==> src/hw/rtl/two_class_task_dispatcher_core_assert.svh <==
// Assertion macros for the task dispatcher core.
// Included by the top level; expects a signal named clock and one named reset.
`ifndef TWO_CLASS_TASK_DISPATCHER_CORE_ASSERT_SVH
`define TWO_CLASS_TASK_DISPATCHER_CORE_ASSERT_SVH

// Check a property on every rising edge, quiet while reset is high
`define DSP_ASSERT(name, prop, msg) \
   name: assert property (@(posedge clock) disable iff (reset) prop) else $error(msg);

// Check an implication with the non-overlapping operator |=>
`define DSP_ASSERT_NEXT(name, pre, post, msg) \
   name: assert property (@(posedge clock) disable iff (reset) pre |=> post) else $error(msg);

`endif

==> src/hw/rtl/dsp_ram.sv <==
// Generic single-write, single-read RAM with registered read data.
// No dependencies.
module dsp_ram #(
   parameter int WIDTH = 8,
   parameter int DEPTH = 64,
   localparam int AW = (DEPTH > 1) ? $clog2(DEPTH) : 1
) (
   input  logic             clock,
   input  logic             wr_en,
   input  logic [AW-1:0]    wr_addr,
   input  logic [WIDTH-1:0] wr_data,
   input  logic [AW-1:0]    rd_addr,
   output logic [WIDTH-1:0] rd_data
);

   logic [WIDTH-1:0] mem_ff [DEPTH];
   logic [WIDTH-1:0] rd_data_ff;

   // write, then register the read word
   always_ff @(posedge clock) begin
      if (wr_en) begin
         mem_ff[wr_addr] <= wr_data;
      end
      rd_data_ff <= mem_ff[rd_addr];
   end

   assign rd_data = rd_data_ff;

endmodule

==> config.mk <==
export PLATFORM = sky130hd
export DESIGN_NAME = dsp_ram
export DESIGN_NICKNAME = d
export VERILOG_FILES = /design/src/hw/rtl/two_class_task_dispatcher_core_assert.svh /design/src/hw/rtl/dsp_ram.sv
export SDC_FILE = /design/constraint.sdc
export NUM_CORES = 1
export LEC_CHECK = 0
export ABC_CLOCK_PERIOD_IN_PS = 2500
export BUFFER_PORTS_ARGS = -buffer_cell sky130_fd_sc_hd__clkbuf_2
export CAP_MARGIN = 40
export CORE_ASPECT_RATIO = 0.6
export CORE_MARGIN = 2
export CORE_UTILIZATION = 46
export DETAILED_ROUTE_END_ITERATION = 8
export GPL_ROUTABILITY_DRIVEN = 1
export PLACE_DENSITY = 0.68
export REMOVE_ABC_BUFFERS = 1
export SLEW_MARGIN = 20
export SYNTH_ARGS = -nofsm -noshare
export SYNTH_HDL_FRONTEND = slang
export SYNTH_SLANG_ARGS = --single-unit
==> constraint.sdc <==
create_clock -name clock -period 2.5 [get_ports clock]
set_input_delay 0 -clock clock [delete_from_list [all_inputs] [get_ports clock]]
set_output_delay 0 -clock clock [all_outputs]
set_load 0.01 [all_outputs]
After elaboration in Yosys (flattened, before gate mapping)
Memories as Yosys holds them, arrays and structs flattened. A register that Yosys moved wholly into a read port is not among the register bits.
Cells that the tools add are included.
Word-level totals
  bits in registers: 0
  RAM bits: 512
  input bits: 22
  output and inout bits: 8
  logic and storage cells: 3
  memories kept: 1
Memory list
  mem_ff: depth 64, width 8, read ports 1, clocked after Yosys merged registers in 1, wr ports 1, line dsp_ram.sv:16  | logic [WIDTH-1:0] mem_ff [DEPTH];
Cells by class
  multiplexer cells: 2
Operator list (number)
  $mux W1: 2

Depth between registers and ports, before layout
  depth in word-level cells: 2
  depth in mapped cells: 9
  gate-level depth less buffers: 5

Least setup slack after synthesis
No wires, ideal clock.
  path type: register to register
  start point: mem mem_ff[29][4]
  end point: reg rd_data_ff[4] (netlist: rd_data[4]) (read register of mem_ff)
  library setup time: 0.132 ns
  arrival: 1.560 ns
  data required time: 2.368 ns
  setup slack: 0.808 ns
  stages on the path, launching flop included: 6
  path buffers: 0
  period minus slack after synthesis: 1.692 ns
  cell sequence: edfxtp_1 mux4_2 mux2_2 o221a_2 nor3_1 o32ai_1
RTL lines
  start: declaration: line dsp_ram.sv:16
  end: declaration: line dsp_ram.sv:17  | logic [WIDTH-1:0] rd_data_ff;

==> results.toml <==
[critical_path]
max_stage_delay_ns = 0.47
worst-path-max-fanout = 1
crit_required_ns = 2.94
critPathLaunchType = "register"
crit_family = "multiplexers"
crit_buf_inv = 0
cp_slowest_cell = "mux4_2"
crit_path_end_kind = "register"
cp_cell_sequence = "mux4_2, mux2_2, o221a_2, nor3_1, o32ai_1"
critPathKind = "register to register"
arrival_ns = 2.56

[detailed_routing]
drtAntennaViolNets = 0
via_per_inst = 5.950
dr.pass1.iters = 5
wl_per_cell_um = 27.61
drtIter0Drc = 1197
vias = 10070
highest_layer = "met4"
wl_met1_mm = 21.37
wl_met2_mm = 18.95
routed_wirelength_mm = 46.74
wl_met3_mm = 5.576
drcViolationCount = 0

[cells_and_area]
num_antenna_cells = 0
layout_commonest_cell = "edfxtp_1"
stdcell_count = 1693
drive_above_1_share_pct = 30.07
nets = 1105
syn_to_final_growth_pct = 14.71
layout_common_cells = "edfxtp_1, mux4_2, buf_4"

[timing]
worstMarginPinSlew_ns = 0.7864
max_slew_margin_pct = 47.57
finalSetupTns_ns = 0
hold_viol = 0
post-route-period-util_pct = 85.00
finalClockSkew_ns = 0.02024
rsz0062_at_grt = "no"
final_max_slew_viol_count = 0
fin_crit_ns = 2.125
setup_violations = 0
max_freq_mhz = 470.6

[cts]
numCtsBuffers = 44
htreeDepth = 2
cts_tree = "done"
cts_setup_buffers = 0
clk_pin_slew_ns = 0.06
clk_latency_ns = 0.57
clkSinkCount = 520
cts_buffer_depth = 3
hold_buffers = 5
ctsRootBufferMaster = "clkbuf_16"
post_cts_resized = 0

[status]
status = "finished clean"

[place]
gp_congestion = 0.8445
port_buffers = 29
dp_hpwl_mm = 30.91
placed_cells = 1611

[pwr]
clockPowerShare_pct = 38.1
seq_power_share_pct = 56.2
switching_share_pct = 20.87
cellLeakagePower_nw = 7.393
comb_power_share_pct = 5.7
peakVddDrop_v = 0.0004679
intPower_mw = 13.62
cellPowerDensity_nw_per_um2 = 744.2
finalPower_mw = 17.22
p_switching_mw = 3.593

[grt]
grtUsageTotal_pct = 21.00
grt_pass1_wl_mm = 68.39
grt_overflow_total = 0
grt_pass1_vias = 9967
grt_max_degree = 65
antenna_found_initial = 0

[die]
die_h_um = 166.2
fp-row-count = 59
start_util_pct = 46.62
die_x_um = 274.3
dieArea_um2 = 45590
pin_count = 30
core_um2 = 43260

[run]
maxCapViolations = 0

[yosys]
synth_edf_count = 512
ys_ff_latch = 520
synth.distinct_cells = 40
synthArstFlopShare_pct = 0
syn_area_um2 = 20170
ys_seq_area_share_pct = 77.03
syn_area_per_cell_um2 = 21.45
synth_ff_type = "edfxtp_1"
ys_warn_count = 0
synth_cells = 940

[min_path]
hold_path.class = "primary input to register"
## kinds of logic after synthesis
kind of cell,synth area share [%]
compound gates,2.072
buf+inv,1.570
flops,77.03
mux,15.94
simple gates,3.387
## layout make-up
cell class                 count  area [µm²]
fill                        3358       20130
sequential                   520       15530
multi-input combinational    369        4315
timing repair buffer         148        1230
clock buffer                  53        1156
tap                          579       724.4
clock inverter                24       172.7
## metrics by stage
stage	util, %	instance area [µm²]	worst slack [ns]	hold slack, ns
2_1_floorplan	-	19850	0.8164	0.09887
3_3_place_gp	50.16	21700	0.3042	0.4285
3_5_place_dp	50.29	21750	0.3318	0.4277
4_1_cts	53.48	23130	0.4645	0.008507
5_1_grt	53.48	23130	0.3750	0.08055
6_report	53.48	23130	0.3750	0.05190
## power groups by stage
stage	Sequential, mW	Clock [mW]	Combinational (mW)
after floorplan	9.86	0	0.374
after global placement	9.86	0	0.955
after detailed placement	9.86	0	0.977
after CTS	9.67	6.66	0.984
after global routing	9.67	6.99	1.05
final	9.67	6.56	0.987
## sequential cells by signal (all words and copies together), names as in the netlist
| register | flops |
|---|---|
| rd_data | 8 |
| mem_ff | 512 |
## per-layer routing
layer  vias up  global-route usage, %
met5         -                      0
met4         0                  4.584
met3        63                  7.389
met2       481                  27.36
met1      5316                  33.71
li1       4214                      -
## tightest hold or removal path: stages
cell and delay (ns):
clkbuf_2 0.18, nand2_1 0.12, nor2_1 0.12
## Yosys cell counts, types with 11 or more instances
cell type,instances,area share [%]
nor2b_1,14,0.43
buf_4,13,0.48
nand2_1,19,0.35
mux2i_1,23,1.1
nor2_1,83,1.5
edfxtp_1,512,76
mux4_2,126,14
nand3_1,13,0.32
buf_2,11,0.27
clkbuf_1,17,0.32
mux2_2,13,0.73
## worst paths after layout
path                                    start            end  slack (ns)  cells past startpoint
worst min register to register  mem_ff[54][3]     rd_data[3]        0.90                      4
worst max-delay path            mem_ff[29][6]     rd_data[6]        0.38                      5
worst min-delay path               wr_addr[1]  mem_ff[55][3]        0.05                      3
worst max register to register  mem_ff[29][6]     rd_data[6]        0.38                      5
Power figures use the tool's default switching activity.
